`src/hdl/parking_gate_sequencer_macros.svh`:
```
// ----------------------------------------------------------------------------
// Parking gate sequencer assertion macros
// Shared concurrent assertion forms, clocked on aclk, off during reset.
// ----------------------------------------------------------------------------
`ifndef PARKING_GATE_SEQUENCER_MACROS_SVH
`define PARKING_GATE_SEQUENCER_MACROS_SVH

// Same-cycle implication.
`define PGS_ASSERT_IMPL(label, ante, cons, msg) \
    label: assert property (@(posedge aclk) disable iff (!aresetn) (ante) |-> (cons)) \
        else $error(msg);

// Next-cycle implication.
`define PGS_ASSERT_NEXT(label, ante, cons, msg) \
    label: assert property (@(posedge aclk) disable iff (!aresetn) (ante) |=> (cons)) \
        else $error(msg);

`endif

```
`src/hdl/pgs_pkg.sv`:
```
// ----------------------------------------------------------------------------
// pgs_pkg
// Types, codes and helpers shared by the parking gate sequencer.
// ----------------------------------------------------------------------------
package pgs_pkg;

    localparam int TIME_BITS_DEFAULT = 32;

    localparam int THR_W   = 10;
    localparam int DELAY_W = 8;
    localparam int DIST_W  = 11;
    localparam int NOW_W   = 32;
    localparam int PHASE_W = 4;

    localparam int CFG_IDX_W  = 2;
    localparam int CFG_DATA_W = 10;

    localparam logic [CFG_IDX_W-1:0] CFG_DETECT_THRESHOLD = 2'd0;
    localparam logic [CFG_IDX_W-1:0] CFG_ENTRY_CLOSE_DELAY = 2'd1;
    localparam logic [CFG_IDX_W-1:0] CFG_EXIT_TIMEOUT     = 2'd2;

    localparam logic [THR_W-1:0]   THRESHOLD_RESET  = 10'd10;
    localparam logic [DELAY_W-1:0] ENTRY_DLY_RESET  = 8'd5;
    localparam logic [DELAY_W-1:0] EXIT_TMO_RESET   = 8'd10;

    localparam logic [1:0] CMD_NONE  = 2'd0;
    localparam logic [1:0] CMD_OPEN  = 2'd1;
    localparam logic [1:0] CMD_CLOSE = 2'd2;

    localparam logic [2:0] GS_IDLE       = 3'd0;
    localparam logic [2:0] GS_ENTRY_DET  = 3'd1;
    localparam logic [2:0] GS_ENTRY_WAIT = 3'd2;
    localparam logic [2:0] GS_EXIT_REQ   = 3'd3;
    localparam logic [2:0] GS_EXIT_VEH   = 3'd4;

    localparam logic [PHASE_W-1:0] BLINK_LAST_PHASE = 4'd9;
    localparam logic [PHASE_W-1:0] BLINK_ON_PHASES  = 4'd5;

    typedef enum logic [4:0] {
        ST_IDLE       = 5'b00001,
        ST_ENTRY_DET  = 5'b00010,
        ST_ENTRY_WAIT = 5'b00100,
        ST_EXIT_REQ   = 5'b01000,
        ST_EXIT_VEH   = 5'b10000
    } mode_t;

    typedef struct packed {
        logic [THR_W-1:0]   detect_threshold_cm;
        logic [DELAY_W-1:0] entry_hold_sec;
        logic [DELAY_W-1:0] exit_limit_sec;
    } cfg_t;

    typedef struct packed {
        logic [2:0] gate_state;
        logic       blink_on;
        logic [1:0] gate_command;
    } result_t;

    function automatic logic [2:0] encode_state(mode_t m);
        logic [2:0] code;
        unique case (m)
            ST_ENTRY_DET:  code = GS_ENTRY_DET;
            ST_ENTRY_WAIT: code = GS_ENTRY_WAIT;
            ST_EXIT_REQ:   code = GS_EXIT_REQ;
            ST_EXIT_VEH:   code = GS_EXIT_VEH;
            default:       code = GS_IDLE;
        endcase
        return code;
    endfunction

endpackage

```
`src/hdl/pgs_step.sv`:
```
// ----------------------------------------------------------------------------
// pgs_step
// One poll tick of the gate rules: next state, time stamps, blink and result.
// ----------------------------------------------------------------------------
module pgs_step #(
    parameter int TIME_BITS = pgs_pkg::TIME_BITS_DEFAULT
) (
    input  pgs_pkg::mode_t                     mode,
    input  logic [TIME_BITS-1:0]               last_detect,
    input  logic [TIME_BITS-1:0]               exit_request,
    input  logic [pgs_pkg::PHASE_W-1:0]        phase,
    input  pgs_pkg::cfg_t                      cfg,
    input  logic                               switch_pressed,
    input  logic signed [pgs_pkg::DIST_W-1:0]  echo_cm,
    input  logic [TIME_BITS-1:0]               now,
    output pgs_pkg::mode_t                     mode_next,
    output logic [TIME_BITS-1:0]               last_detect_next,
    output logic [TIME_BITS-1:0]               exit_request_next,
    output logic [pgs_pkg::PHASE_W-1:0]        phase_next,
    output pgs_pkg::result_t                   result
);

    logic                 dist_pos;
    logic                 valid;
    logic                 in_range;
    logic                 present;
    logic                 far;
    logic                 open_exit;
    pgs_pkg::mode_t       mode_sw;
    logic [TIME_BITS-1:0] exit_stamp;
    logic                 entry_expired;
    logic                 exit_expired;
    logic [1:0]           cmd;

    assign dist_pos = !echo_cm[pgs_pkg::DIST_W-1];
    assign valid    = dist_pos && (|echo_cm[pgs_pkg::DIST_W-2:0]);
    assign in_range = echo_cm[pgs_pkg::DIST_W-2:0] <= cfg.detect_threshold_cm;
    assign present  = valid && in_range;
    assign far      = dist_pos && !in_range;

    // Exit switch is served before the rules, and only from idle.
    assign open_exit  = switch_pressed && (mode == pgs_pkg::ST_IDLE);
    assign mode_sw    = open_exit ? pgs_pkg::ST_EXIT_REQ : mode;
    assign exit_stamp = open_exit ? now : exit_request;

    assign entry_expired = (now - last_detect) >= TIME_BITS'(cfg.entry_hold_sec);
    assign exit_expired  = (now - exit_stamp) >= TIME_BITS'(cfg.exit_limit_sec);

    always_comb begin
        mode_next         = mode_sw;
        last_detect_next  = last_detect;
        exit_request_next = exit_stamp;
        cmd               = open_exit ? pgs_pkg::CMD_OPEN : pgs_pkg::CMD_NONE;
        unique case (mode_sw)
            pgs_pkg::ST_ENTRY_DET: begin
                if (present || far) begin
                    last_detect_next = now;
                end
                if (!present && far) begin
                    mode_next = pgs_pkg::ST_ENTRY_WAIT;
                end
            end
            pgs_pkg::ST_ENTRY_WAIT: begin
                if (entry_expired) begin
                    cmd       = pgs_pkg::CMD_CLOSE;
                    mode_next = pgs_pkg::ST_IDLE;
                end else if (present) begin
                    last_detect_next = now;
                    mode_next        = pgs_pkg::ST_ENTRY_DET;
                end
            end
            pgs_pkg::ST_EXIT_REQ: begin
                if (present) begin
                    mode_next        = pgs_pkg::ST_EXIT_VEH;
                    last_detect_next = now;
                end else if (exit_expired) begin
                    cmd       = pgs_pkg::CMD_CLOSE;
                    mode_next = pgs_pkg::ST_IDLE;
                end
            end
            pgs_pkg::ST_EXIT_VEH: begin
                // vehicle gone and timeout in one tick give a single close
                if (present) begin
                    last_detect_next = now;
                end
                if ((!present && far) || exit_expired) begin
                    cmd       = pgs_pkg::CMD_CLOSE;
                    mode_next = pgs_pkg::ST_IDLE;
                end
            end
            default: begin
                // idle
                if (present) begin
                    mode_next        = pgs_pkg::ST_ENTRY_DET;
                    cmd              = pgs_pkg::CMD_OPEN;
                    last_detect_next = now;
                end
            end
        endcase
    end

    always_comb begin
        if (mode_next != pgs_pkg::ST_IDLE) begin
            phase_next = (phase >= pgs_pkg::BLINK_LAST_PHASE) ? '0 : phase + 1'b1;
        end else begin
            phase_next = '0;
        end
    end

    assign result.gate_command = cmd;
    assign result.blink_on     = (mode_next != pgs_pkg::ST_IDLE)
                                 && (phase_next < pgs_pkg::BLINK_ON_PHASES);
    assign result.gate_state   = pgs_pkg::encode_state(mode_next);

endmodule

```
`src/hdl/parking_gate_sequencer.sv`:
```
// ----------------------------------------------------------------------------
// parking_gate_sequencer
// Entry/exit gate controller driven by 100 ms poll ticks.
// ----------------------------------------------------------------------------
// One transfer on the s_axis side is one poll tick; it yields exactly one
// result transfer on m_axis, in order. The path is two registers deep: the
// tick is captured in an input register, the gate rules run in combinational
// logic, and the result plus the updated gate state are written together
// when the tick moves into the result register, which then offers it on
// m_axis. With m_axis_tready held high the block takes one tick every cycle,
// and updating state and time stamps together with each result is what
// lets it keep that rate.
// Stalls on m_axis back up through both registers without loss. The three
// settings registers are written through the cfg port (always ready) and
// should only change while no tick is in flight; indexes past the last
// register are dropped.
`include "parking_gate_sequencer_macros.svh"

module parking_gate_sequencer #(
    parameter int TIME_BITS = pgs_pkg::TIME_BITS_DEFAULT
) (
    input  logic                              aclk,
    input  logic                              aresetn,
    // settings write channel
    input  logic                              cfg_valid,
    output logic                              cfg_ready,
    input  logic [pgs_pkg::CFG_IDX_W-1:0]     cfg_index,
    input  logic [pgs_pkg::CFG_DATA_W-1:0]    cfg_data,
    // poll tick in
    input  logic                              s_axis_tvalid,
    output logic                              s_axis_tready,
    // [0] switch_pressed, [11:1] echo_cm, [43:12] now_sec, [47:44] zero
    input  logic [47:0]                       s_axis_tdata,
    // result out
    output logic                              m_axis_tvalid,
    input  logic                              m_axis_tready,
    // [1:0] gate_command, [2] blink_on, [5:3] gate_state, [7:6] zero
    output logic [7:0]                        m_axis_tdata
);

    // now_sec is 32 bits; only the low TIME_BITS of it take part in timing
    localparam int NOW_KEEP = (TIME_BITS < pgs_pkg::NOW_W) ? TIME_BITS : pgs_pkg::NOW_W;

    // settings
    pgs_pkg::cfg_t cfg_reg;

    // input register
    logic                                in_valid_reg;
    logic                                in_switch_reg;
    logic signed [pgs_pkg::DIST_W-1:0]   in_dist_reg;
    logic [NOW_KEEP-1:0]                 in_now_reg;

    // gate state
    pgs_pkg::mode_t                      mode_reg;
    logic [TIME_BITS-1:0]                last_detect_reg;
    logic [TIME_BITS-1:0]                exit_request_reg;
    logic [pgs_pkg::PHASE_W-1:0]         phase_reg;

    // result register
    logic                                out_valid_reg;
    pgs_pkg::result_t                    out_result_reg;

    // step outputs
    pgs_pkg::mode_t                      mode_next;
    logic [TIME_BITS-1:0]                last_detect_next;
    logic [TIME_BITS-1:0]                exit_request_next;
    logic [pgs_pkg::PHASE_W-1:0]         phase_next;
    pgs_pkg::result_t                    result_next;

    logic                                out_free;
    logic                                advance;
    logic                                take_in;

    // Result stage is free when empty or being drained this cycle.
    assign out_free      = !out_valid_reg || m_axis_tready;
    assign advance       = in_valid_reg && out_free;
    assign s_axis_tready = !in_valid_reg || out_free;
    assign take_in       = s_axis_tvalid && s_axis_tready;
    assign cfg_ready     = 1'b1;

    // ---------------- settings ----------------
    always_ff @(posedge aclk) begin
        if (!aresetn) begin
            cfg_reg.detect_threshold_cm <= pgs_pkg::THRESHOLD_RESET;
            cfg_reg.entry_hold_sec      <= pgs_pkg::ENTRY_DLY_RESET;
            cfg_reg.exit_limit_sec      <= pgs_pkg::EXIT_TMO_RESET;
        end else if (cfg_valid && cfg_ready) begin
            unique case (cfg_index)
                pgs_pkg::CFG_DETECT_THRESHOLD:
                    cfg_reg.detect_threshold_cm <= cfg_data[pgs_pkg::THR_W-1:0];
                pgs_pkg::CFG_ENTRY_CLOSE_DELAY:
                    cfg_reg.entry_hold_sec <= cfg_data[pgs_pkg::DELAY_W-1:0];
                pgs_pkg::CFG_EXIT_TIMEOUT:
                    cfg_reg.exit_limit_sec <= cfg_data[pgs_pkg::DELAY_W-1:0];
                default: ; // unused index, write dropped
            endcase
        end
    end

    // ---------------- input register ----------------
    always_ff @(posedge aclk) begin
        if (!aresetn) begin
            in_valid_reg <= 1'b0;
        end else if (s_axis_tready) begin
            in_valid_reg <= s_axis_tvalid;
        end
    end

    always_ff @(posedge aclk) begin
        if (take_in) begin
            in_switch_reg <= s_axis_tdata[0];
            in_dist_reg   <= s_axis_tdata[11:1];
            in_now_reg    <= s_axis_tdata[12 +: NOW_KEEP];
        end
    end

    // ---------------- rule logic ----------------
    pgs_step #(
        .TIME_BITS (TIME_BITS)
    ) u_step (
        .mode              (mode_reg),
        .last_detect       (last_detect_reg),
        .exit_request      (exit_request_reg),
        .phase             (phase_reg),
        .cfg               (cfg_reg),
        .switch_pressed    (in_switch_reg),
        .echo_cm           (in_dist_reg),
        .now               (TIME_BITS'(in_now_reg)),
        .mode_next         (mode_next),
        .last_detect_next  (last_detect_next),
        .exit_request_next (exit_request_next),
        .phase_next        (phase_next),
        .result            (result_next)
    );

    // State commits only when the tick moves into the result register.
    always_ff @(posedge aclk) begin
        if (!aresetn) begin
            mode_reg         <= pgs_pkg::ST_IDLE;
            last_detect_reg  <= '0;
            exit_request_reg <= '0;
            phase_reg        <= '0;
        end else if (advance) begin
            mode_reg         <= mode_next;
            last_detect_reg  <= last_detect_next;
            exit_request_reg <= exit_request_next;
            phase_reg        <= phase_next;
        end
    end

    // ---------------- result register ----------------
    always_ff @(posedge aclk) begin
        if (!aresetn) begin
            out_valid_reg <= 1'b0;
        end else if (out_free) begin
            out_valid_reg <= in_valid_reg;
        end
    end

    always_ff @(posedge aclk) begin
        if (advance) begin
            out_result_reg <= result_next;
        end
    end

    assign m_axis_tvalid = out_valid_reg;
    assign m_axis_tdata  = {2'b00, out_result_reg.gate_state,
                            out_result_reg.blink_on, out_result_reg.gate_command};

    // ---------------- assertions ----------------
    `PGS_ASSERT_IMPL(a_idle_dark, m_axis_tvalid && (m_axis_tdata[5:3] == pgs_pkg::GS_IDLE), m_axis_tdata[2] == 1'b0, "blink on while idle")
    `PGS_ASSERT_IMPL(a_close_to_idle, m_axis_tvalid && (m_axis_tdata[1:0] == pgs_pkg::CMD_CLOSE), m_axis_tdata[5:3] == pgs_pkg::GS_IDLE, "close without return to idle")
    `PGS_ASSERT_IMPL(a_open_state, m_axis_tvalid && (m_axis_tdata[1:0] == pgs_pkg::CMD_OPEN), (m_axis_tdata[5:3] == pgs_pkg::GS_ENTRY_DET) || (m_axis_tdata[5:3] == pgs_pkg::GS_EXIT_REQ) || (m_axis_tdata[5:3] == pgs_pkg::GS_EXIT_VEH), "open in wrong state")
    `PGS_ASSERT_IMPL(a_phase_range, 1'b1, phase_reg <= pgs_pkg::BLINK_LAST_PHASE, "blink phase out of range")
    `PGS_ASSERT_IMPL(a_ready_when_empty, !m_axis_tvalid, s_axis_tready, "input stalled with empty output")
    `PGS_ASSERT_NEXT(a_state_hold, !advance, $stable(mode_reg) && $stable(phase_reg), "state changed without a tick")

endmodule

```
`config.mk`:
```
export PLATFORM = sky130hd
export DESIGN_NAME = parking_gate_sequencer
export DESIGN_NICKNAME = d
export VERILOG_FILES = /design/src/hdl/pgs_pkg.sv /design/src/hdl/pgs_step.sv /design/src/hdl/parking_gate_sequencer.sv
export VERILOG_INCLUDE_DIRS = /design/src /design/src/hdl
export SDC_FILE = /design/constraint.sdc
export NUM_CORES = 1
export LEC_CHECK = 0
export BUFFER_PORTS_ARGS = -buffer_cell sky130_fd_sc_hd__buf_2
export CORE_ASPECT_RATIO = 1.75
export CORE_MARGIN = 3
export CORE_UTILIZATION = 63
export CTS_CLUSTER_DIAMETER = 120
export DETAILED_ROUTE_END_ITERATION = 8
export PLACE_DENSITY = 0.85
export SLEW_MARGIN = 10
export SYNTH_ARGS = -nofsm -noshare
export SYNTH_HDL_FRONTEND = slang
export SYNTH_HIERARCHICAL = 1
export SYNTH_SLANG_ARGS = --single-unit
```
`constraint.sdc`:
```
create_clock -name aclk -period 7.6 [get_ports aclk]
set_input_delay 0.76 -clock aclk [delete_from_list [all_inputs] [get_ports aclk]]
set_output_delay 0.76 -clock aclk [all_outputs]
set_load 0.05 [all_outputs]
```
; Word-level counts from Yosys, hierarchy flattened
; Cells that the tools add are included.
[word_totals]
input_bits = 65
wordCells = 83
regBits = 151
[op_classes]
magnitude_cmp = 5
add_sub_neg = 3
n_mux = 23
reduce_logical = 23
eq_ne = 14
[op_table]
columns = operator, count
row1 = $mux W32, 4
row2 = $ge A32 B8 Y1, 2
row3 = $pmux W32 S2, 1
row4 = $sub A32 B32 Y32, 2
row5 = $mux W5, 7
row6 = $pmux W5 S4, 1
row7 = $pmux W3 S4, 1
row8 = $eq A5 B2 Y1 const B, 2
row9 = $eq A5 B3 Y1 const B, 2
row10 = $eq A5 B4 Y1 const B, 2
row11 = $eq A5 B5 Y1 const B, 2
row12 = $le A10 B10 Y1, 1
row13 = $mux W2, 5
row14 = $reduce_or A10 Y1, 1
row15 = $logic_and A1 B1 Y1, 8
row16 = $mux W4, 2
row17 = $pmux W2 S4, 1
row18 = $reduce_and A2 Y1, 3
row19 = $eq A5 B1 Y1 const B, 1
row20 = $logic_not A1 Y1, 5
row21 = $ne A5 B1 Y1 const B, 1
row22 = $add A4 B1 Y4 const B, 1
row23 = $ge A4 B4 Y1 const B, 1
row24 = $logic_or A1 B1 Y1, 4
row25 = 8 further kinds, 8

; Depth between registers and ports, before layout
[depth]
depth_word = 12
depth_mapped = 29

; Hierarchy
; The synthesis kept the hierarchy.
[modules_own_cells]
columns = module, area_per_inst_um2, instances, seq_area_each_um2, cells_each
row1 = pgs_step, 6431.2, 1, 0.0, 991
row2 = parking_gate_sequencer, 5554.1, 1, 3523.4, 480

; Least setup slack after synthesis
; Ideal clock, no wire load.
[synth_path]
path_kind = reg2reg
from = register mode_reg[4]
to = register phase_reg[1] in the netlist's numbering
path_slack_ps = 2186
path_buffers = 3
stages_incl_launch_ff = 30
setup_ps = 72
t_arrival_ps = 5343
path_cell_list = dfxtp_1 buf_6 and4bb_4 nand2_4 clkbuf_1 clkbuf_1 nor2_1 a21oi_1 inv_1 fa_1 nand2b_1 a21oi_1 a21o_1 a21oi_1 xnor2_1 ha_1 a21oi_1 nor2b_1 a311o_1 a41oi_1 o2111ai_1 nor4b_1 and4_4 nand4_4 nor4b_2 a211oi_1 nor4bb_4 nor3b_1 nand2_1 mux2i_1
[synth_via]
elab_chain_len = 10
[synth_lines]
columns = item, line_no
row1 = start: declaration, parking_gate_sequencer.sv:54  ; pgs_pkg::mode_t mode_reg;
row2 = start signal: assignment, parking_gate_sequencer.sv:139  ; mode_reg <= pgs_pkg::ST_IDLE;
row3 = start signal: assignment, parking_gate_sequencer.sv:144  ; mode_reg <= mode_next;
row4 = $eq A5 B1 Y1 *, pgs_step.sv:42  ; assign open_exit = switch_pressed && (mode == pgs_pkg::ST_IDLE);
row5 = $logic_and A1 B1 Y1 *, pgs_step.sv:42
row6 = $mux W32 *, pgs_step.sv:44  ; assign exit_stamp = open_exit ? now : exit_request;
row7 = named net exit_request_next[1], parking_gate_sequencer.sv:66  ; logic [TIME_BITS-1:0] exit_request_next;
row8 = $sub A32 B32 Y32 *, pgs_step.sv:47  ; assign exit_expired = (now - exit_stamp) >= TIME_BITS'(cfg.exit_limit_sec);
row9 = $ge A32 B8 Y1 *, pgs_step.sv:47
row10 = $mux W5 / $logic_or A1 B1 Y1 (equally long branches), "pgs_step.sv:76, pgs_step.sv:86"
row11 = "$mux W5, on equally long branches", "pgs_step.sv:73, pgs_step.sv:86"
row12 = $pmux W5 S4 *, pgs_step.sv:54  ; unique case (mode_sw)
row13 = $ne A5 B1 Y1 *, pgs_step.sv:103  ; if (mode_next != pgs_pkg::ST_IDLE) begin
row14 = $mux W4 *, pgs_step.sv:103
row15 = named net phase_next (one bit), parking_gate_sequencer.sv:67  ; logic [pgs_pkg::PHASE_W-1:0] phase_next;
row16 = end signal: assignment, parking_gate_sequencer.sv:147  ; phase_reg <= phase_next;
row17 = end: declaration, parking_gate_sequencer.sv:57  ; logic [pgs_pkg::PHASE_W-1:0] phase_reg;
; The timed path passes the listed nets; every way through them passes the cells marked *.
; A chain may end at the register's enable or synchronous reset.

; Worst setup path in the final report
[layout_path]
from = register mode_reg[4]
to = register phase_reg[2] in the netlist's numbering
[layout_via]
elab_chain_len = 10
[layout_lines]
columns = item, line_no
row1 = $eq A5 B1 Y1 *, pgs_step.sv:42
row2 = $logic_and A1 B1 Y1 *, pgs_step.sv:42
row3 = $mux W32 *, pgs_step.sv:44
row4 = named net exit_request_next[0], parking_gate_sequencer.sv:66
row5 = $sub A32 B32 Y32 *, pgs_step.sv:47
row6 = $ge A32 B8 Y1 *, pgs_step.sv:47
row7 = $mux W5 / $logic_or A1 B1 Y1 (equally long branches), "pgs_step.sv:76, pgs_step.sv:86"
row8 = "$mux W5, on equally long branches", "pgs_step.sv:73, pgs_step.sv:86"
row9 = $pmux W5 S4 *, pgs_step.sv:54
row10 = named net mode_next[0], parking_gate_sequencer.sv:64  ; pgs_pkg::mode_t mode_next;
row11 = $ne A5 B1 Y1 *, pgs_step.sv:103
row12 = $mux W4 *, pgs_step.sv:103
row13 = named net phase_next (one bit), parking_gate_sequencer.sv:67
; Marked as above.

==> impl_metrics.csv <==
group,metric,value,unit
outcome,status,"finished, final reports clean",
worst_setup_path,critPathCaptureType,"register",
pwr,pwr-share-clk,0.342,
layout,n_fill_cell,1562,
cts,clk_latency,0.43,ns
route,viasPerCell,6.14,
pwr,seqPwrFrac,0.367,
floorplan,start_util,0.642,
floorplan,dieHeight,188,microns
worst_setup_path,r2r_cells,25,
cts,clock-sinks,151,
global_route,grt_util_met1,0.319,
worst_setup_path,start_kind,"register",
placement,gp_congestion,0.974,
cts,cts_root_buffer,"clkbuf_16",
route,drt-initial-drc-count,661,
pwr,p_leak,5.16,nW
sta,fin_hold_ws,0.457,ns
floorplan,core,18700,sq um
worst_setup_path,rr_startpoint,"mode_reg[4]",
min_path,hp-start,"last_detect_reg[30]",
worst_setup_path,reg2reg_to,"phase_reg[2]",
cts,clock_path_buffers,2,
cts,path_clk_slew,0.06,ns
synthesis,yosys-top-cells-area,"dfxtp_1 (17%), edfxtp_1 (13%), ha_1 (9.3%)",
worst_setup_path,crit_type,"reg2reg",
sta,clock.fmax,158,MHz
synthesis,yosysMostFrequentCell,"nand2_1",
worst_setup_path,critPathTopFamily,"simple AND/OR/NAND/NOR gates",
worst_setup_path,ff2ff_setup_slack,1.26,ns
pwr,power_frac_comb,0.291,
route,drcViolationCount,0,
layout,finish.utilization,0.686,
global_route,grt-ovfl-total,0,
sta,drv_slew,0,
synthesis,synthTopCellsByCount,"nand2_1 (286), mux2i_1 (108), inv_1 (107)",
sta,fin_crit,6.34,ns
route,vias,10700,
synthesis,avgSynthCellArea,8.15,sq um
synthesis,yosys.area.top_type,"dfxtp_1",
pwr,intPower,1.65,mW
global_route,grt_pass1_vias,10300,
global_route,grt_pass1_wl,49600,microns
cts,cts_made_buffers,17,
cts,ctsResizeCount,0,
route,wirelength,30500,microns
layout,design_area,12800,sq um
synthesis,synth_edf_count,50,
pwr,switching_share,0.332,
worst_setup_path,slowest_stage,"nor4b_1",
synthesis,netlist_area,12000,sq um
pwr,power,2.47,mW
floorplan,placementRows,66,
layout,area_growth,6.88,%
cts,htreeDepth,4,
placement,place_hpwl,23200,microns
sta,rsz0062_at_grt,"no",
worst_setup_path,slowest_delay,0.57,ns
min_path,holdPathStages,2,
route,drt-pass1-iter-count,5,
synthesis,async_flop_share,0,
layout,diodes,0,
worst_setup_path,path_buf_inv,0,
cts,cts_tree,"built",
global_route,met2_usage,0.543,
synthesis,ys_seq_area_frac,0.294,
floorplan,pin_count,76,
sta,fin_crit_sh,0.834,
placement,dpl_cell_area,12200,sq um
global_route,grt_busiest_layer,"met2",
worst_setup_path,crit_path_frequent_cell,"a21oi_1",
cts,hold_buffers,0,
layout,layout.nets,1651,
worst_setup_path,cp_max_fo,43,
min_path,min_path_type,"reg2reg",
sta,tightest_slew,1.08,ns
synthesis,synth_cells,1471,
floorplan,die_area,20800,sq um
pwr,power.density,193,nW/um^2
global_route,gr-usage-all-layers,0.299,
route,routedWlPerCell,17.4,microns
layout,layout-drive-gt1-share,0.0988,
global_route,grt_max_degree,97,
pwr,ir_drop,0.000230,V
synthesis,yosys.cell_types.count,100,
job,maxCapViolCount,0,
floorplan,die_x,110,microns
route,ant_nets,0,
sta,skew,0.0107,ns
pwr,power_switching,0.821,mW
global_route,antenna_found_initial,0,
sta,hold_viol,0,
sta,relSlewSlack,0.280,
worst_setup_path,cp.arrival,6.69,ns
synthesis,ys.flop_type,"dfxtp_1",
global_route,grt_use_met3,0.0432,
synthesis,yosysTopAreaCellShare,0.169,
placement,port_buffers,68,
sta,setup_violations,0,
synthesis,synth-seq-cells,151,
worst_setup_path,required,7.95,ns
min_path,whs_endpoint,"last_detect_reg[30]",
sta,tns,0,ns
cts,cts_setup_buffers,0,
synthesis,ys_warn_count,6,
placed cells by master, fill, tap and decap left out, types with 9 or more instances in the layout:
cell,synthesis,final
nand2_1,286,286
a211oi_1,11,11
inv_1,107,107
nor2_1,63,63
edfxtp_1,50,50
ha_1,89,89
a21oi_1,89,89
o21a_1,16,16
buf_2,14,67
nor2b_1,11,11
o211ai_1,16,16
or4_1,9,9
nand4_1,13,13
or3_1,10,10
o21ai_2,10,10
mux2i_1,108,108
xnor2_1,21,21
a21o_1,21,21
clkbuf_16,0,18
nor3_1,20,20
o21ai_0,94,94
nand2b_1,22,22
dfxtp_1,101,101
nand3_1,38,38
xor2_1,18,18
and2_1,14,13
nor4_1,9,9
power groups by stage:
stage | Sequential [mW] | Clock [mW] | Combinational, mW
2_1_floorplan | 0.917 | 0 | 0.552
3_3_place_gp | 0.923 | 0 | 0.689
3_5_place_dp | 0.924 | 0 | 0.704
4_1_cts | 0.908 | 0.857 | 0.710
5_1_grt | 0.911 | 0.890 | 0.796
6_report | 0.908 | 0.846 | 0.720
logic make-up after synthesis:
kind of cell,synth area share
flops,0.294
xor+xnor,0.0299
fa+ha+maj,0.0989
compound gates,0.193
mux,0.0958
buf+inv,0.0709
simple gates,0.217
other cells,0.000627
metrics by stage:
stage / setup slack [ns] / std cells
floorplan: 2.19 / 1472
global placement: 1.42 / 1714
detailed placement: 1.32 / 1714
CTS: 1.28 / 1746
global route: 0.838 / 1746
finish: 1.26 / 1746
cell type report:
class / instances / area [sq um] / area share
repair buffers: 72 / 373 / 0.0291
well taps: 238 / 298 / 0.0232
multi-input cells: 1145 / 7620 / 0.595
flip-flops and latches: 151 / 3520 / 0.275
clock inverters: 10 / 120 / 0.00938
inverters: 108 / 405 / 0.0316
clock buffers: 22 / 465 / 0.0363
tightest hold or removal path, cell delays in order, from the launching register on:
cell     delay (ns)
dfxtp_1        0.31
nand2_1        0.05
mux2i_1        0.05
how the worst max path moves through the flow:
stage                     cells past startpoint         from            to
after floorplan                              29  mode_reg[4]  phase_reg[1]
after global placement                       25  mode_reg[4]  phase_reg[2]
after detailed placement                     25  mode_reg[4]  phase_reg[2]
after CTS                                    25  mode_reg[4]  phase_reg[2]
after global routing                         25  mode_reg[4]  phase_reg[2]
final                                        25  mode_reg[4]  phase_reg[2]
routing by layer:
layer	wire length, microns	vias up
met2	16000	295
met1	11600	5054
met4	1750	0
li1	-	5284
met3	1120	94
met5	0	-
No activity file was read; power rests on OpenSTA's default activity.
